### config.mk
export PLATFORM = sky130hd
export DESIGN_NAME = i2c_master_byte_engine_core
export DESIGN_NICKNAME = d
export VERILOG_FILES = /design/src/i2cm_pkg.sv /design/src/i2cm_apb_regs.sv /design/src/i2cm_seq.sv /design/src/i2c_master_byte_engine_core.sv
export SDC_FILE = /design/constraint.sdc
export NUM_CORES = 1
export LEC_CHECK = 0
export BUFFER_PORTS_ARGS = -buffer_cell sky130_fd_sc_hd__clkbuf_2
export CAP_MARGIN = 20
export CORE_ASPECT_RATIO = 1.1
export CORE_MARGIN = 2
export CORE_UTILIZATION = 35
export DETAILED_ROUTE_END_ITERATION = 6
export HOLD_SLACK_MARGIN = 0.1
export PLACE_DENSITY = 0.52
export SLEW_MARGIN = 20
export SYNTH_ARGS = -nofsm -noshare
export SYNTH_HDL_FRONTEND = slang
export SYNTH_SLANG_ARGS = --single-unit
### constraint.sdc
create_clock -name clk -period 8.8 [get_ports clk]
set_input_delay 0.88 -clock clk [delete_from_list [all_inputs] [get_ports clk]]
set_output_delay 0.88 -clock clk [all_outputs]
set_load 0.02 [all_outputs]
### src/i2cm_pkg.sv
// ----------------------------------------------------------------------------
// i2cm_pkg
// Types and constants shared by the I2C master byte engine.
// ----------------------------------------------------------------------------
`default_nettype none

package i2cm_pkg;

    localparam int TICK_WIDTH = 16;
    localparam int STEP_WIDTH = 6;
    localparam int DATA_WIDTH = 8;
    localparam int PADDR_WIDTH = 3;

    localparam logic [TICK_WIDTH-1:0] UNIT_RESET = TICK_WIDTH'(1000);

    localparam logic [STEP_WIDTH-1:0] START_UNITS = STEP_WIDTH'(5);
    localparam logic [STEP_WIDTH-1:0] STOP_UNITS  = STEP_WIDTH'(4);
    localparam logic [STEP_WIDTH-1:0] BYTE_UNITS  = STEP_WIDTH'(36);
    localparam logic [STEP_WIDTH-1:0] BIT_UNITS   = STEP_WIDTH'(32);
    localparam logic [STEP_WIDTH-1:0] ACK_DRIVE_UNIT  = STEP_WIDTH'(33);
    localparam logic [STEP_WIDTH-1:0] ACK_SAMPLE_UNIT = STEP_WIDTH'(35);

    localparam logic [0:0] REG_TICKS_PER_UNIT = 1'b0;

    typedef enum logic [1:0] {
        CMD_START = 2'd0,
        CMD_STOP  = 2'd1,
        CMD_WRITE = 2'd2,
        CMD_READ  = 2'd3
    } cmd_e_t;

    typedef enum logic [1:0] {
        PH_SETUP = 2'd0,
        PH_RISE  = 2'd1,
        PH_HIGH  = 2'd2,
        PH_FALL  = 2'd3
    } phase_t;

    typedef struct packed {
        logic                  cmd_valid;
        logic [1:0]            req_type;
        logic [DATA_WIDTH-1:0] write_data;
        logic                  send_ack;
        logic                  sda_in;
    } in_item_t;

    typedef struct packed {
        logic                  scl_out;
        logic                  sda_out;
        logic                  sda_drive;
        logic                  busy_res;
        logic                  done_res;
        logic [DATA_WIDTH-1:0] read_data;
        logic                  ack_seen;
    } out_item_t;

    function automatic logic [STEP_WIDTH-1:0] total_units(input cmd_e_t cmd);
        logic [STEP_WIDTH-1:0] n;
        unique case (cmd)
            CMD_START: n = START_UNITS;
            CMD_STOP:  n = STOP_UNITS;
            default:   n = BYTE_UNITS;
        endcase
        return n;
    endfunction

endpackage

`default_nettype wire

### src/i2cm_apb_regs.sv
// ----------------------------------------------------------------------------
// i2cm_apb_regs
// APB register file: holds the tick count of one bus timing unit.
// ----------------------------------------------------------------------------
`default_nettype none

module i2cm_apb_regs (
    input  wire logic                           clk,
    input  wire logic                           rst_n,
    input  wire logic                           psel,
    input  wire logic                           penable,
    input  wire logic                           pwrite,
    input  wire logic [i2cm_pkg::PADDR_WIDTH-1:0] paddr,
    input  wire logic [31:0]                    pwdata,
    output logic [31:0]                         prdata,
    output logic                                pready,
    output logic [i2cm_pkg::TICK_WIDTH-1:0]     ticks_per_unit
);
    import i2cm_pkg::*;

    logic [TICK_WIDTH-1:0] ticks_reg;
    logic                  sel_ticks;
    logic                  wr_en;

    assign pready    = 1'b1;
    assign sel_ticks = (paddr[2] == REG_TICKS_PER_UNIT);
    assign wr_en     = psel && penable && pwrite && pready && sel_ticks;

    always_ff @(posedge clk or negedge rst_n)
    begin
        if (!rst_n)
        begin
            ticks_reg <= UNIT_RESET;
        end
        else if (wr_en)
        begin
            ticks_reg <= pwdata[TICK_WIDTH-1:0];
        end
    end

    always_comb
    begin
        prdata = '0;
        if (sel_ticks)
        begin
            prdata = {{(32-TICK_WIDTH){1'b0}}, ticks_reg};
        end
    end

    assign ticks_per_unit = ticks_reg;

endmodule

`default_nettype wire

### src/i2cm_seq.sv
// ----------------------------------------------------------------------------
// i2cm_seq
// Bus sequencer: advances unit timing and pin levels by one tick per item.
// ----------------------------------------------------------------------------
`default_nettype none

module i2cm_seq (
    input  wire logic                       clk,
    input  wire logic                       rst_n,
    input  wire logic                       step_en,
    input  wire i2cm_pkg::in_item_t         item,
    input  wire logic [i2cm_pkg::TICK_WIDTH-1:0] ticks_per_unit,
    output i2cm_pkg::out_item_t             result
);
    import i2cm_pkg::*;

    cmd_e_t                cmd_reg, cmd_next;
    logic [TICK_WIDTH-1:0] tick_reg, tick_next;
    logic [STEP_WIDTH-1:0] step_reg, step_next;
    logic [DATA_WIDTH-1:0] shift_reg, shift_next;
    logic                  scl_reg, scl_next;
    logic                  sda_reg, sda_next;
    logic                  drive_reg, drive_next;
    logic                  busy_reg, busy_next;
    logic                  ack_level_reg, ack_level_next;
    logic [DATA_WIDTH-1:0] last_read_reg, last_read_next;
    logic                  last_ack_reg, last_ack_next;

    logic [TICK_WIDTH:0]   unit_len;
    logic [TICK_WIDTH:0]   tick_inc;
    logic [STEP_WIDTH-1:0] step_inc;
    logic [STEP_WIDTH-1:0] act_unit;
    logic [STEP_WIDTH-1:0] read_unit;
    logic                  act_en;
    logic                  done;

    always_comb
    begin
        cmd_next       = cmd_reg;
        tick_next      = tick_reg;
        step_next      = step_reg;
        shift_next     = shift_reg;
        scl_next       = scl_reg;
        sda_next       = sda_reg;
        drive_next     = drive_reg;
        busy_next      = busy_reg;
        ack_level_next = ack_level_reg;
        last_read_next = last_read_reg;
        last_ack_next  = last_ack_reg;
        done           = 1'b0;
        act_en         = 1'b0;
        act_unit       = '0;

        unit_len  = (ticks_per_unit == '0) ? (TICK_WIDTH+1)'(1) : {1'b0, ticks_per_unit};
        tick_inc  = {1'b0, tick_reg} + (TICK_WIDTH+1)'(1);
        step_inc  = step_reg + STEP_WIDTH'(1);

        if (busy_reg)
        begin
            if (tick_inc >= unit_len)
            begin
                tick_next = '0;
                step_next = step_inc;
                if (step_inc >= total_units(cmd_reg))
                begin
                    if (cmd_reg == CMD_WRITE)
                    begin
                        sda_next   = 1'b1;
                        drive_next = 1'b1;
                    end
                    else if (cmd_reg == CMD_READ)
                    begin
                        last_read_next = shift_reg;
                    end
                    busy_next = 1'b0;
                    done      = 1'b1;
                end
                else
                begin
                    act_en   = 1'b1;
                    act_unit = step_inc;
                end
            end
            else
            begin
                tick_next = tick_inc[TICK_WIDTH-1:0];
            end
        end
        else if (item.cmd_valid)
        begin
            cmd_next   = cmd_e_t'(item.req_type);
            tick_next  = '0;
            step_next  = '0;
            shift_next = (cmd_e_t'(item.req_type) == CMD_WRITE) ? item.write_data : '0;
            if (cmd_e_t'(item.req_type) == CMD_READ)
            begin
                ack_level_next = item.send_ack;
            end
            busy_next = 1'b1;
            act_en    = 1'b1;
        end

        read_unit = act_unit - STEP_WIDTH'(1);

        if (act_en)
        begin
            unique case (cmd_next)
                CMD_START:
                begin
                    if (act_unit == STEP_WIDTH'(0))
                    begin
                        sda_next   = 1'b1;
                        drive_next = 1'b1;
                    end
                    else if (act_unit == STEP_WIDTH'(1)) scl_next = 1'b1;
                    else if (act_unit == STEP_WIDTH'(2)) sda_next = 1'b0;
                    else if (act_unit == STEP_WIDTH'(3)) scl_next = 1'b0;
                end
                CMD_STOP:
                begin
                    if (act_unit == STEP_WIDTH'(0))
                    begin
                        sda_next   = 1'b0;
                        drive_next = 1'b1;
                    end
                    else if (act_unit == STEP_WIDTH'(1)) scl_next = 1'b1;
                    else if (act_unit == STEP_WIDTH'(2)) sda_next = 1'b1;
                end
                CMD_WRITE:
                begin
                    if (act_unit < BIT_UNITS)
                    begin
                        case (phase_t'(act_unit[1:0]))
                            PH_SETUP:
                            begin
                                sda_next   = shift_next[DATA_WIDTH-1];
                                drive_next = 1'b1;
                            end
                            PH_RISE: scl_next = 1'b1;
                            PH_FALL:
                            begin
                                scl_next   = 1'b0;
                                shift_next = {shift_next[DATA_WIDTH-2:0], 1'b0};
                            end
                            default: ;
                        endcase
                    end
                    else if (act_unit == ACK_DRIVE_UNIT)
                    begin
                        drive_next = 1'b0;
                        scl_next   = 1'b1;
                    end
                    else if (act_unit == ACK_SAMPLE_UNIT)
                    begin
                        last_ack_next = item.sda_in;
                        scl_next      = 1'b0;
                    end
                end
                CMD_READ:
                begin
                    if (act_unit == STEP_WIDTH'(0))
                    begin
                        drive_next = 1'b0;
                    end
                    else if (act_unit <= BIT_UNITS)
                    begin
                        case (phase_t'(read_unit[1:0]))
                            PH_SETUP: scl_next = 1'b1;
                            PH_HIGH:
                            begin
                                shift_next = {shift_next[DATA_WIDTH-2:0], item.sda_in};
                                scl_next   = 1'b0;
                            end
                            default: ;
                        endcase
                    end
                    else if (act_unit == ACK_DRIVE_UNIT)
                    begin
                        sda_next   = ack_level_next;
                        drive_next = 1'b1;
                        scl_next   = 1'b1;
                    end
                    else if (act_unit == ACK_SAMPLE_UNIT)
                    begin
                        scl_next = 1'b0;
                    end
                end
                default: ;
            endcase
        end

        result.scl_out   = scl_next;
        result.sda_out   = sda_next;
        result.sda_drive = drive_next;
        result.busy_res  = busy_next;
        result.done_res  = done;
        result.read_data = last_read_next;
        result.ack_seen  = last_ack_next;
    end

    always_ff @(posedge clk or negedge rst_n)
    begin
        if (!rst_n)
        begin
            cmd_reg       <= CMD_START;
            tick_reg      <= '0;
            step_reg      <= '0;
            shift_reg     <= '0;
            scl_reg       <= 1'b1;
            sda_reg       <= 1'b1;
            drive_reg     <= 1'b1;
            busy_reg      <= 1'b0;
            ack_level_reg <= 1'b1;
            last_read_reg <= '0;
            last_ack_reg  <= 1'b1;
        end
        else if (step_en)
        begin
            cmd_reg       <= cmd_next;
            tick_reg      <= tick_next;
            step_reg      <= step_next;
            shift_reg     <= shift_next;
            scl_reg       <= scl_next;
            sda_reg       <= sda_next;
            drive_reg     <= drive_next;
            busy_reg      <= busy_next;
            ack_level_reg <= ack_level_next;
            last_read_reg <= last_read_next;
            last_ack_reg  <= last_ack_next;
        end
    end

endmodule

`default_nettype wire

### src/i2c_master_byte_engine_core.sv
// ----------------------------------------------------------------------------
// i2c_master_byte_engine_core
// I2C master pin sequencer: one tick item in, one pin/status result out.
//
//   channel   direction  handshake             payload
//   req       in         req_valid/req_stall   in_item_t
//   res       out        res_valid/res_stall   out_item_t
//   apb       in         psel/penable/pready   ticks_per_unit
//
// One item per cycle while no result stalls; each item passes the input
// register, then the sequencer state update into the result register.
// Reset clears the sequencer to idle with SCL high and SDA driven high.
// A stalled result holds; the input register keeps taking one more item,
// then req_stall rises until the result register frees.
// ----------------------------------------------------------------------------
`default_nettype none

module i2c_master_byte_engine_core (
    input  wire logic                             clk,
    input  wire logic                             rst_n,
    input  wire logic                             req_valid,
    output logic                                  req_stall,
    input  wire i2cm_pkg::in_item_t               req,
    output logic                                  res_valid,
    input  wire logic                             res_stall,
    output i2cm_pkg::out_item_t                   res,
    input  wire logic                             psel,
    input  wire logic                             penable,
    input  wire logic                             pwrite,
    input  wire logic [i2cm_pkg::PADDR_WIDTH-1:0] paddr,
    input  wire logic [31:0]                      pwdata,
    output logic [31:0]                           prdata,
    output logic                                  pready
);
    import i2cm_pkg::*;

    logic                  in_valid_reg;
    in_item_t              in_item_reg;
    logic                  res_valid_reg;
    out_item_t             res_item_reg;
    logic                  out_free;
    logic                  advance;
    logic                  take_in;
    logic [TICK_WIDTH-1:0] ticks_per_unit;
    out_item_t             seq_result;

    i2cm_apb_regs u_regs (
        .clk            (clk),
        .rst_n          (rst_n),
        .psel           (psel),
        .penable        (penable),
        .pwrite         (pwrite),
        .paddr          (paddr),
        .pwdata         (pwdata),
        .prdata         (prdata),
        .pready         (pready),
        .ticks_per_unit (ticks_per_unit)
    );

    i2cm_seq u_seq (
        .clk            (clk),
        .rst_n          (rst_n),
        .step_en        (advance),
        .item           (in_item_reg),
        .ticks_per_unit (ticks_per_unit),
        .result         (seq_result)
    );

    assign out_free  = !res_valid_reg || !res_stall;
    assign advance   = in_valid_reg && out_free;
    assign req_stall = in_valid_reg && !out_free;
    assign take_in   = req_valid && !req_stall;

    always_ff @(posedge clk or negedge rst_n)
    begin
        if (!rst_n)
        begin
            in_valid_reg  <= 1'b0;
            res_valid_reg <= 1'b0;
        end
        else
        begin
            if (take_in)
            begin
                in_valid_reg <= 1'b1;
            end
            else if (advance)
            begin
                in_valid_reg <= 1'b0;
            end

            if (advance)
            begin
                res_valid_reg <= 1'b1;
            end
            else if (!res_stall)
            begin
                res_valid_reg <= 1'b0;
            end
        end
    end

    always_ff @(posedge clk)
    begin
        if (take_in)
        begin
            in_item_reg <= req;
        end
        if (advance)
        begin
            res_item_reg <= seq_result;
        end
    end

    assign res_valid = res_valid_reg;
    assign res       = res_item_reg;

endmodule

`default_nettype wire

Word level (Yosys, flattened, before mapping)
Index checks and enable logic that the tools add are counted.
Widths: inputs -> output; s select.
{"block": "word_totals", "regBits": 91, "inputBits": 55, "out_inout_bits": 49, "word_cells": 170}
{"block": "classes", "addsub": 3, "n_lt_le_gt_ge": 4, "eq_ne": 18, "mux": 95, "bitwise": 1, "n_reduce_logical": 23}
{"op": "$mux 8", "n": 14}
{"op": "$mux 16", "n": 5}
{"op": "$mux 1", "n": 59}
{"op": "$mux 6", "n": 8}
{"op": "$add 16x1->17 const B", "n": 1}
{"op": "$ge 17x17->1", "n": 1}
{"op": "$eq 2x2->1 const B", "n": 8}
{"op": "$logic_not 16->1", "n": 1}
{"op": "$pmux 8 s2", "n": 1}
{"op": "$eq 6x2->1 const B", "n": 2}
{"op": "$eq 6x6->1 const B", "n": 2}
{"op": "$pmux 6 s2", "n": 1}
{"op": "$logic_not 2->1", "n": 4}
{"op": "$pmux 1 s4", "n": 2}
{"op": "$add 6x1->6 const B", "n": 1}
{"op": "$eq 2x1->1 const B", "n": 3}
{"op": "$eq 6x1->1 const B", "n": 1}
{"op": "$ge 6x6->1", "n": 1}
{"op": "$le 6x6->1 const B", "n": 1}
{"op": "$logic_and 1x1->1", "n": 6}
{"op": "$logic_not 6->1", "n": 1}
{"op": "$lt 6x6->1 const B", "n": 1}
{"op": "$logic_not 1->1", "n": 4}
{"op": "$mux 2", "n": 2}
{"op": "other kinds (11)", "n": 14}

Depth between registers and ports, before layout
Gate-level depths: netlist of the first run.
{"block": "depth", "word_depth": 16, "ltp_mapped": 17}

Hierarchy
Synthesis of the first run repeated with hierarchy kept, for this count alone.
{"block": "hier_totals", "hier_cells": 517, "hier_area_um2": 5439.0}
{"module": "i2cm_seq", "instances": 1, "cells_per_inst": 412, "area_per_inst_um2": 3628.5}
{"module": "i2cm_apb_regs", "instances": 1, "cells_per_inst": 70, "area_per_inst_um2": 907.1}
{"module": "i2c_master_byte_engine_core", "instances": 1, "cells_per_inst": 35, "area_per_inst_um2": 903.4}

Worst setup path before layout of the first run
OpenSTA, ideal clock, no wires.
{"block": "synth_path", "path_type": "register -> register", "from": "register u_seq.tick_reg[0]", "to": "register res_item_reg (netlist bit res[0]) (data pin)", "arrival_time_ps": 3437, "required_time_ps": 8540, "setup_slack_ps": 5104, "stages_incl_launch_ff": 13, "n_path_buf": 0, "synth_period_minus_slack_ps": 3696, "cell_sequence": "dfrtp_1 -> ha_1 -> nand4_1 -> nor4_1 -> xor2_1 -> ha_1 -> nand3_1 -> nor4_1 -> o211a_1 -> o31ai_4 -> or3_4 -> nor4_2 -> mux2_2"}
{"element": "start: declaration", "line": "i2cm_seq.sv:18", "source": "logic [TICK_WIDTH-1:0] tick_reg, tick_next;"}
{"element": "start signal: assignment", "line": "i2cm_seq.sv:220", "source": "tick_reg <= tick_next;"}
{"element": "end signal: assignment", "line": "i2c_master_byte_engine_core.sv:111", "source": "res_item_reg <= seq_result;"}
{"element": "end: declaration", "line": "i2c_master_byte_engine_core.sv:40", "source": "out_item_t res_item_reg;"}

==> summary.txt, run 1 <==
Area delta synth->final = 13.97%
Port Buffer Count = 68
Data arrival, critical path = 4.36 ns
Post-Route Skew = 0.01300 ns
CTS tree = done
Kind of critical path = flop to flop
Max VDD drop = 128.2 uV
Worst EP required = 8.89 ns
Clk sinks = 91
Setup crit start kind = flop
Leakage power = 2.695 nW
Total GRT Usage = 0.1502
Cell Int Power = 0.0008817 W
Die H = 133.2 microns
Initial antenna violation count = 0
Clock share of power = 0.298
Placer Congestion = 0.8116
Num ports = 104
Tmin final = 4.264 ns
Layout cell share with drive strength beyond 1 = 0.2581
Cts hold-fix bufs = 0
Post-synth EDFFs = 27
Worst path cell trace = ha_1 -> nand4_1 -> nor2_2 -> and3_1 -> xor2_1 -> ha_1 -> a21oi_1 -> o21a_1 -> o21ai_0 -> o31ai_4 -> o21bai_1 -> mux2_1 -> a221oi_2 -> a2bb2oi_1
DRC viols = 0
P_sw = 0.0004717 W
Hold Violations, Final = 0
Post-route insts no fill = 785
Critical-path top delay cell = o31ai_4
TritonCTS buffer count = 9
RSZ-0062 raised after global routing = false
Cells after Synth = 525
TritonRoute pass-1 iters = 4
PostCTS Resize Cnt = 0
Die W = 121.5 microns
Slowest cell delay on critical path = 0.54 ns
Power density of the placed cells = 223.6 nW/um^2
H-tree levels = 3
Filler cells = 1513
Clock Pin Slew Worst Setup and Hold Paths = 0.07 ns
Mapped Area = 5311 sq um
Hold Path Class = flop to flop
Maximum clock path buffer count = 2
ANT nets after route = 0
# rows = 47
Final WL = 11570 microns
Sw frac = 0.3485
CP endpoint kind = flop
Hold Crit Depth = 2
Final count of negative-setup-slack endpoints = 0
Diodes inserted = 0
Yosys top cell by area = dfrtp_1
Fin. max-slew vios = 0
Max-cap violation count = 0
Vias in the first global route = 3893
#FFs+latches synth = 91
Post-CTS Setup Bufs = 0
Initial Utilization = 0.3556
Layout Nets = 659
Die area = 16180 sq um
Drt first-iter violations = 183
Multi-input gate area = 2634 sq um
CTS root buf = clkbuf_16
Via count = 3996
Worst slew margin = 0.2921
Synth top area share = 0.2497
Largest net degree at the start of global routing = 65
Core ar. = 14940 sq um
Top achievable clock speed = 234.5 MHz
Final core occ = 0.4053
Worst skew pair latency = 0.35 ns
Ys flop type = dfrtp_1
Grt ovf = 0
Total negative slack = 0 ns
Synthesized area per cell = 10.12 sq um
Most common library cells after synthesis = nand2_1 (58), dfrtp_1 (53), nor2_1 (46)
Placed insts = 769
Comb pwr share = 0.272
Crit path max fanout = 13
Seq pwr share = 0.429
Hpwl dp = 8264 microns
Avg Vias per Cell = 5.090
YS warnings = 0
Final worst path period share = 0.4846
Post-synthesis sequential area ratio = 0.4568
R2R depth = 14
Distinct cell type count after synthesis = 70
Slew @ Worst Pin = 1.060 ns
Routed len/inst = 14.74 microns
First-pass GRT wire length = 19260 microns
Synth area leaders = dfrtp_1 (25%), edfxtp_1 (15%), mux2_2 (7.4%)
Cell mode on critical path = ha_1
Asr flop ratio synth = 0.7033
Reg area = 2426 sq um
Status = completed
Most frequent cell after synthesis = nand2_1
==> worst max-delay path, delay by kind of cell (launching register included) <==
kind	cells	cell delay, ns
flip-flops	1	0.44
XOR/XNOR	1	0.25
AO/OA/AOI/OAI	7	1.69
multiplexers	1	0.36
adder cells (fa/ha/maj)	2	0.57
AND/OR/NAND/NOR	3	0.71
==> path summary, 6_finish.rpt <==
kind,startpoint,endpoint,slack (ns)
hold / removal,u_seq.ack_level_reg,u_seq.ack_level_reg,0.49
setup reg to reg,u_seq.tick_reg[0],res[12],4.54
setup / recovery,u_seq.tick_reg[0],res[12],4.54
hold reg to reg,u_seq.ack_level_reg,u_seq.ack_level_reg,0.49
max in group asynchronous,rst_n,u_seq.tick_reg[12],7.49
min in group asynchronous,rst_n,u_seq.step_reg[0],0.73
==> layout by cell type (no fill, tap or decap), types with 11 or more instances in the layout <==
master,instances
a22o_1,13
clkbuf_2,67
conb_1,17
dfrtp_1,53
dfstp_2,11
edfxtp_1,27
ha_1,20
inv_1,22
mux2_2,35
nand2_1,58
nand3_1,20
nor2_1,46
nor3_1,13
o21ai_0,29
==> power groups by stage <==
stage,clock [W],combinational [W],sequential [W]
2_1_floorplan,0,0.000304,0.000563
3_3_place_gp,0,0.000362,0.000587
3_5_place_dp,0,0.000371,0.000589
4_1_cts,0.000419,0.000373,0.000581
5_1_grt,0.000433,0.000418,0.000593
6_report,0.000404,0.000369,0.000581
==> kinds of logic (layout without fill, tap and decap cells) <==
| group | count (synthesis) | in the layout | synth area share |
|---|---|---|---|
| and+or+nand+nor | 187 | 187 | 0.1694 |
| other | 2 | 17 | 0.001414 |
| xor gates and xnor gates | 16 | 16 | 0.02639 |
| DFF | 91 | 91 | 0.4568 |
| adders and majority gates | 20 | 20 | 0.04711 |
| muxes | 42 | 42 | 0.08857 |
| buffers and inverters | 60 | 109 | 0.05866 |
| AOI/OAI and AO/OA | 107 | 107 | 0.1517 |
==> layout make-up <==
class                      count  area share
multi-input combinational    389      0.4351
sequential                    91      0.4008
timing repair buffer          70     0.05870
tap                          196     0.04051
clock buffer                   9     0.03721
inverter                      23     0.01426
clock inverter                 7     0.01344
==> per-stage QoR <==
step | hold slack, ns | total power [W] | setup slack (ns) | instance area, sq um
5_1_grt | 0.5318 | 0.001445 | 4.100 | 6053
6_report | 0.4908 | 0.001353 | 4.536 | 6053
4_1_cts | 0.4931 | 0.001373 | 4.499 | 6050
3_5_place_dp | 0.4792 | 0.0009603 | 4.544 | 5743
2_1_floorplan | 0.4574 | 0.0008663 | 5.104 | 5368
3_3_place_gp | 0.4709 | 0.0009492 | 4.498 | 5743
==> metal layers <==
| layer | global-route usage | up-vias | part of all wire |
|---|---|---|---|
| li1 | - | 1986 | - |
| met1 | 0.1941 | 1901 | 0.46 |
| met5 | 0 | - | 0 |
| met4 | 0.04598 | 0 | 0.015 |
| met2 | 0.2497 | 96 | 0.49 |
| met3 | 0.03510 | 13 | 0.042 |
No activity file was read; power rests on OpenSTA's default activity.
==> inputs of run 2 (changes only) <==
ABC_AREA = 1   (was not set)
PLACE_DENSITY = 0.54   (was 0.52)
clock period = 3.55 ns   (was 8.8 ns; I/O delays follow)
==> run 2 against run 1 <==
  * Hold slack got worse by 0.31 ns
  * Die area is 0.87% higher
  * Final cell count is 26% higher
  * Via count increased by 18%
  * Global-route usage up 1.6 points
  * Synthesized cell count increased by 32%
  * Total power rose to 2.7 times the previous value
  * Critical path depth rose by 10
  * Utilization is 3.8 points higher
  * Register-to-register slack got worse by 4.5 ns
  * Combinational power rose to 3.5 times the previous value
  * Highest routed layer unchanged
==> summary.txt, run 2 <==
Adder-cell share of the synthesized area = 0.04670 (was 0.04711)
Final WL = 13470 microns (was 11570 microns)
Core ar. = 15000 sq um (was 14940 sq um)
Grt ovf = 0 (unchanged)
Most common library cells after synthesis = nand2_1 (190), inv_1 (92), nor2_1 (67) (was nand2_1 (58), dfrtp_1 (53), nor2_1 (46))
Hold Violations, Final = 0 (unchanged)
Avg Vias per Cell = 4.779 (was 5.090)
Status = completed (unchanged)
Initial antenna violation count = 0 (unchanged)
Final count of negative-setup-slack endpoints = 0 (unchanged)
CTS root buf = clkbuf_16 (unchanged)
Most frequent cell after synthesis = nand2_1 (unchanged)
Met1 Wirelength = 5684 microns (was 5285 microns)
Diodes inserted = 0 (unchanged)
Worst slew margin = 0.4715 (was 0.2921)
Filler cells = 1525 (was 1513)
Cell Int Power = 0.002285 W (was 0.0008817 W)
Post-Synth XOR/XNOR Area = 0.02592 (was 0.02638)
Synth top area share = 0.2475 (was 0.2497)
Hold Crit Depth = 1 (was 2)
Routed len/inst = 13.63 microns (was 14.74 microns)
Final core occ = 0.4434 (was 0.4053)
Commonest cells after routing, fill and taps aside = nand2_1 (175), inv_1 (90), clkbuf_2 (67) (was clkbuf_2 (67), nand2_1 (58), dfrtp_1 (53))
Num ports = 104 (unchanged)
Post-synth EDFFs = 27 (unchanged)
Max-cap violation count = 0 (unchanged)
Seq pwr share = 0.383 (was 0.429)
Crit path max fanout = 6 (was 13)
CP delay by family, top = simple AND/OR/NAND/NOR gates (was compound AO/OA/AOI/OAI gates)
RR Startpoint = u_seq.tick_reg[2] (was u_seq.tick_reg[0])
Drt first-iter violations = 294 (was 183)
# rows = 47 (unchanged)
CTS tree = done (unchanged)
Final worst path period share = 0.9795 (was 0.4846)
Leakage power = 3.391 nW (was 2.695 nW)
Tmin final = 3.477 ns (was 4.264 ns)
YS warnings = 0 (unchanged)
TritonRoute pass-1 iters = 4 (unchanged)
TritonCTS buffer count = 9 (unchanged)
Max VDD drop = 228.8 uV (was 128.2 uV)
Data arrival, critical path = 3.58 ns (was 4.36 ns)
Slowest cell delay on critical path = 0.37 ns (was 0.54 ns)
Largest family of logic cells by synthesized area = simple AND/OR/NAND/NOR gates (unchanged)
Post-Route Skew = 0.01174 ns (was 0.01300 ns)
Die W = 122.0 microns (was 121.5 microns)
Power density of the placed cells = 558.8 nW/um^2 (was 223.6 nW/um^2)
Hpwl dp = 9368 microns (was 8264 microns)
Sw frac = 0.3849 (was 0.3485)
Port Buffer Count = 68 (unchanged)
First-pass GRT wire length = 21460 microns (was 19260 microns)
Comb pwr share = 0.347 (was 0.272)
Fin. max-slew vios = 0 (unchanged)
Hold endpoint = in_item_reg[5] (was u_seq.ack_level_reg)
Area delta synth->final = 24.07% (was 13.97%)
Clk sinks = 91 (unchanged)
Setup crit start kind = flop (unchanged)
Layout cell share with drive strength beyond 1 = 0.2412 (was 0.2581)
Via count = 4722 (was 3996)
Slew @ Worst Pin = 0.7898 ns (was 1.060 ns)
Mapped Area = 5359 sq um (was 5311 sq um)
R2R Setup Slk = 0.07 ns (was 4.54 ns)
Simple-gate share of the synthesized area = 0.2526 (was 0.1694)
#FFs+latches synth = 91 (unchanged)
Vias in the first global route = 4494 (was 3893)
Die area = 16320 sq um (was 16180 sq um)
Die H = 133.8 microns (was 133.2 microns)
Cells after Synth = 692 (was 525)
Post-synthesis compound-gate area fraction = 0.1123 (was 0.1517)
Synth area leaders = dfrtp_1 (25%), edfxtp_1 (15%), nand2_1 (13%) (was dfrtp_1 (25%), edfxtp_1 (15%), mux2_2 (7.4%))
Met3 WL = 554 microns (was 491 microns)
RSZ-0062 raised after global routing = true (was false)
Synthesized area per cell = 7.744 sq um (was 10.12 sq um)
Final setup margin = 0.07263 ns (was 4.536 ns)
Clock share of power = 0.271 (was 0.298)
Commonest non-fill, non-tap cell in the layout = nand2_1 (was clkbuf_2)
Asr flop ratio synth = 0.7033 (unchanged)
Top sig layer = met4 (unchanged)
CP bufs+invs = 3 (was 0)
Met2 routed WL = 6928 microns (was 5626 microns)
DRC viols = 0 (unchanged)
Worst EP required = 3.65 ns (was 8.89 ns)
Layout Nets = 862 (was 659)
Placed insts = 959 (was 769)
Total GRT Usage = 0.1666 (was 0.1502)
Post-route insts no fill = 988 (was 785)
R2R depth = 24 (was 14)
Worst path cell trace = nand3_2 -> nor3_4 -> nand2_2 -> nor2_4 -> nand3_4 -> nor3_4 -> xor2_1 -> inv_1 -> ha_1 -> nand2_2 -> inv_2 -> nand2_2 -> nand2_1 -> nand2_1 -> nand3_2 -> nor2_4 -> nand2_4 -> nand3b_1 -> buf_6 -> nand3_1 -> nand3_2 -> nand3_2 -> nand2_2 -> nand2_2 (was ha_1 -> nand4_1 -> nor2_2 -> and3_1 -> xor2_1 -> ha_1 -> a21oi_1 -> o21a_1 -> o21ai_0 -> o31ai_4 -> o21bai_1 -> mux2_1 -> a221oi_2 -> a2bb2oi_1)
Clock Pin Slew Worst Setup and Hold Paths = 0.07 ns (about the same)
Hold path start = req[5] (was u_seq.ack_level_reg)
Post-synthesis sequential area ratio = 0.4527 (was 0.4568)
Total negative slack = 0 ns (unchanged)
Critical-path top delay cell = dfrtp_1 (was o31ai_4)
H-tree levels = 3 (unchanged)
ANT nets after route = 0 (unchanged)
Mux share of post-synthesis cell area = 0.001868 (was 0.08857)
CP endpoint kind = flop (unchanged)
Distinct cell type count after synthesis = 41 (was 70)
Kind of critical path = flop to flop (unchanged)
P_sw = 0.001430 W (was 0.0004717 W)
Maximum clock path buffer count = 2 (unchanged)
Ys flop type = dfrtp_1 (unchanged)
Worst skew pair latency = 0.35 ns (about the same)
Cell mode on critical path = nand2_2 (was ha_1)
Initial Utilization = 0.3574 (was 0.3556)
Placer Congestion = 0.8575 (was 0.8116)
Worst slack at placement = -0.09942 ns (was 4.544 ns)
Hold Path Class = input pin to flop (was flop to flop)
Yosys top cell by area = dfrtp_1 (unchanged)
Top achievable clock speed = 287.6 MHz (was 234.5 MHz)
Reg2Reg Capture Point = res[12] (unchanged)
Largest net degree at the start of global routing = 42 (was 65)
## run 2: layout make-up
type	instances	area, sq um	share of cell area
sequential	91	2426	0.3649
timing repair buffer	102	621.8	0.09353
inverter	97	366.6	0.05514
multi-input combinational	486	2679	0.4029
clock inverter	6	71.32	0.01073
tap	196	245.2	0.03688
clock buffer	10	239.0	0.03594
## run 2: metal layers
metal,vias to the layer above,global-route usage
li1,2396,-
met2,118,0.3042
met5,-,0
met4,0,0.05364
met1,2186,0.1920
met3,22,0.03614
## run 2: how the worst max path moves through the flow
| stage | to | startpoint | depth (start not counted) | slack (ns) |
|---|---|---|---|---|
| floorplan | u_seq.shift_reg[6] | u_seq.tick_reg[0] | 28 | 0.36 |
| global placement | res[11] | u_seq.tick_reg[0] | 20 | -0.08 |
| detailed placement | u_seq.shift_reg[2] | u_seq.tick_reg[1] | 22 | -0.1 |
| CTS | res[11] | u_seq.tick_reg[1] | 20 | 0.03 |
| global route | u_seq.shift_reg[7] | u_seq.tick_reg[1] | 25 | -0.19 |
| finish | res[12] | u_seq.tick_reg[2] | 24 | 0.07 |
## run 2: cells by family after synthesis
family / after synthesis
compound gates: 106
xor+xnor: 15
fa+ha+maj: 20
buf+inv: 132
flops: 91
mux: 1
other cells: 2
simple gates: 325
## run 2: power groups by stage
stage | sequential (W) | combinational, W | clock [W]
final | 0.00142 | 0.00129 | 0.00101
after detailed placement | 0.00143 | 0.00118 | 0
after CTS | 0.00141 | 0.00119 | 0.00103
after global placement | 0.00143 | 0.00115 | 0
after global routing | 0.00145 | 0.00146 | 0.00107
after floorplan | 0.00143 | 0.000831 | 0
## run 2: repair_timing
action,CTS,global route
hold buffers,1,0
setup buffers,1,9
hold endpoints to repair,22,0
pin swaps,2,29
setup endpoints to repair,14,43
resized for setup,5,55
gates cloned,0,2
## run 2: through the flow
step	hold slack [ns]	total power (W)	instance area, sq um
global placement	0.4329	0.002580	5979
floorplan	0.05941	0.002258	5415
detailed placement	0.4417	0.002606	5991
global route	0.1656	0.003970	6649
CTS	0.1638	0.003631	6344
finish	0.1760	0.003715	6649
==> inputs of run 3 (changes only) <==
CORE_UTILIZATION = 40   (was 35)
PLACE_DENSITY = 0.58   (was 0.54)
clock period = 4.4 ns   (was 3.55 ns; I/O delays follow)
==> run 3 against run 2 <==
  * Utilization grew 2.3 points
  * Non-clock buffer count shrank 26
  * Final cell count shrank 6.4%
  * Clock-buffer cell count shrank 1
  * Design area shrank 7.7%
  * Total power shrank 22%
  * Clock power shrank 18%
  * Largest cell class is now registers
==> summary.txt, run 3 (same netlist as run 2, synthesis figures left out) <==
H-tree levels = 3 (unchanged)
Max-cap violation count = 0 (unchanged)
Commonest cells after routing, fill and taps aside = nand2_1 (190), inv_1 (92), clkbuf_2 (67) (was nand2_1 (175), inv_1 (90), clkbuf_2 (67))
Post-Route Skew = 0.006884 ns (was 0.01174 ns)
Vias in the first global route = 4379 (was 4494)
Largest net degree at the start of global routing = 42 (unchanged)
Leakage power = 3.195 nW (was 3.391 nW)
Reg2Reg Capture Point = res[11] (was res[12])
Fin. max-slew vios = 0 (unchanged)
Clock Pin Slew Worst Setup and Hold Paths = 0.07 ns (about the same)
Post-CTS Setup Bufs = 0 (was 1)
ANT nets after route = 0 (unchanged)
Num ports = 104 (unchanged)
Max VDD drop = 281.8 uV (was 228.8 uV)
Top achievable clock speed = 259.2 MHz (was 287.6 MHz)
Total GRT Usage = 0.1782 (was 0.1666)
Port Buffer Count = 68 (unchanged)
R2R Setup Slk = 0.54 ns (was 0.07 ns)
Worst slew margin = 0.4540 (was 0.4715)
Hold Violations, Final = 0 (unchanged)
Die area = 14340 sq um (was 16320 sq um)
Via count = 4536 (was 4722)
CTS root buf = clkbuf_16 (unchanged)
Hold Path Class = input pin to async pin (was input pin to flop)
Slew @ Worst Pin = 0.8181 ns (was 0.7898 ns)
Tmin final = 3.858 ns (was 3.477 ns)
RR Startpoint = u_seq.tick_reg[0] (was u_seq.tick_reg[2])
Commonest non-fill, non-tap cell in the layout = nand2_1 (unchanged)
Grt ovf = 0 (unchanged)
Placer Congestion = 0.8806 (was 0.8575)
Data arrival, critical path = 3.96 ns (was 3.58 ns)
Final count of negative-setup-slack endpoints = 0 (unchanged)
DRC viols = 0 (unchanged)
Cts hold-fix bufs = 0 (was 1)
Setup crit start kind = flop (unchanged)
Initial Utilization = 0.4073 (was 0.3574)
First-pass GRT wire length = 20290 microns (was 21460 microns)
Routed len/inst = 13.37 microns (was 13.63 microns)
Area delta synth->final = 14.50% (was 24.07%)
Hpwl dp = 8990 microns (was 9368 microns)
Layout Nets = 834 (was 862)
Final worst path period share = 0.8768 (was 0.9795)
# rows = 44 (was 47)
Total negative slack = 0 ns (unchanged)
Met3 usage = 0.03635 (was 0.03614)
R2R depth = 24 (unchanged)
Design Area, Final = 6136 sq um (was 6649 sq um)
Kind of critical path = flop to flop (unchanged)
TritonRoute pass-1 iters = 4 (unchanged)
Met1 usage = 0.2080 (was 0.1920)
Initial antenna violation count = 0 (unchanged)
Avg Vias per Cell = 4.904 (was 4.779)
PostCTS Resize Cnt = 0 (was 5)
Most used routing layer = met2 (unchanged)
Core ar. = 13160 sq um (was 15000 sq um)
Hold Slack = 0.1730 ns (was 0.1760 ns)
Crit path max fanout = 10 (was 6)
Drt first-iter violations = 284 (was 294)
GR Layer Usage met2 = 0.3099 (was 0.3042)
RSZ-0062 raised after global routing = false (was true)
Die H = 125.4 microns (was 133.8 microns)
Worst EP required = 4.50 ns (was 3.65 ns)
Status = completed (unchanged)
CP endpoint kind = flop (unchanged)
Final WL = 12370 microns (was 13470 microns)
Filler cells = 1287 (was 1525)
Die W = 114.4 microns (was 122.0 microns)
Clk sinks = 91 (unchanged)
TritonCTS buffer count = 9 (unchanged)
Power, Total = 0.002896 W (was 0.003715 W)
Worst skew pair latency = 0.35 ns (about the same)
Power density of the placed cells = 472.0 nW/um^2 (was 558.8 nW/um^2)
CTS tree = done (unchanged)
Maximum clock path buffer count = 2 (unchanged)
Layout cell share with drive strength beyond 1 = 0.1571 (was 0.2412)
DP Area = 5818 sq um (was 5991 sq um)
Diodes inserted = 0 (unchanged)
## run 3: worst max path at each step
stage	end	cells after the start	start
2_1_floorplan	u_seq.shift_reg[6]	28	u_seq.tick_reg[0]
3_3_place_gp	res[0]	18	u_seq.tick_reg[0]
3_5_place_dp	res[0]	18	u_seq.tick_reg[0]
4_1_cts	u_seq.shift_reg[5]	26	u_seq.tick_reg[0]
5_1_grt	u_seq.shift_reg[2]	26	u_seq.tick_reg[0]
6_report	res[11]	24	u_seq.tick_reg[0]
## run 3: critical path: stages, from the launching register on
cell     delay [ns]
dfrtp_1        0.43
nand3_1        0.14
nor3_1         0.27
nand2_1        0.12
nor2_1         0.14
nand3_1        0.13
nor3_1         0.23
xor2_1         0.24
inv_1          0.07
ha_1           0.27
nand2_1        0.06
inv_1          0.09
nand2_1        0.06
nor2_1         0.13
nand2_1        0.07
nand3_1        0.08
nor2_1         0.07
nand2_4        0.13
nand3_1        0.16
nor2_2         0.20
nand2_1        0.14
nand2_1        0.11
o21ai_1        0.07
o21ai_1        0.12
nand2_1        0.08
## run 3: power breakdown
| group | switching, W | internal [W] | leakage, nW | total, W |
|---|---|---|---|---|
| Sequential | 0.000107 | 0.00104 | 1.06 | 0.00115 |
| Combinational | 0.000622 | 0.000295 | 1.99 | 0.000917 |
| Clock | 0.000337 | 0.000496 | 0.149 | 0.000833 |
## run 3: cell type report
type,count,area [sq um],area share
clock buffers,9,225.2,0.03670
clock inverters,7,92.59,0.01509
inverters,97,364.1,0.05934
multi-input cells,484,2426,0.3954
flip-flops and latches,91,2426,0.3954
well taps,161,201.4,0.03283
repair buffers,76,400.4,0.06525
## run 3: metal layers
| metal | up-vias | wire [microns] |
|---|---|---|
| li1 | 2331 | - |
| met5 | - | 0 |
| met3 | 24 | 518 |
| met4 | 0 | 347 |
| met2 | 99 | 6153 |
| met1 | 2082 | 5346 |
## run 3: metrics by stage
stage / worst slack (ns) / cells / util
finish: 0.5421 / 925 / 0.4663
floorplan: 1.211 / 707 / -
CTS: 0.5246 / 925 / 0.4663
global placement: 0.6328 / 909 / 0.4422
global route: 0.07835 / 925 / 0.4663
detailed placement: 0.5985 / 909 / 0.4422
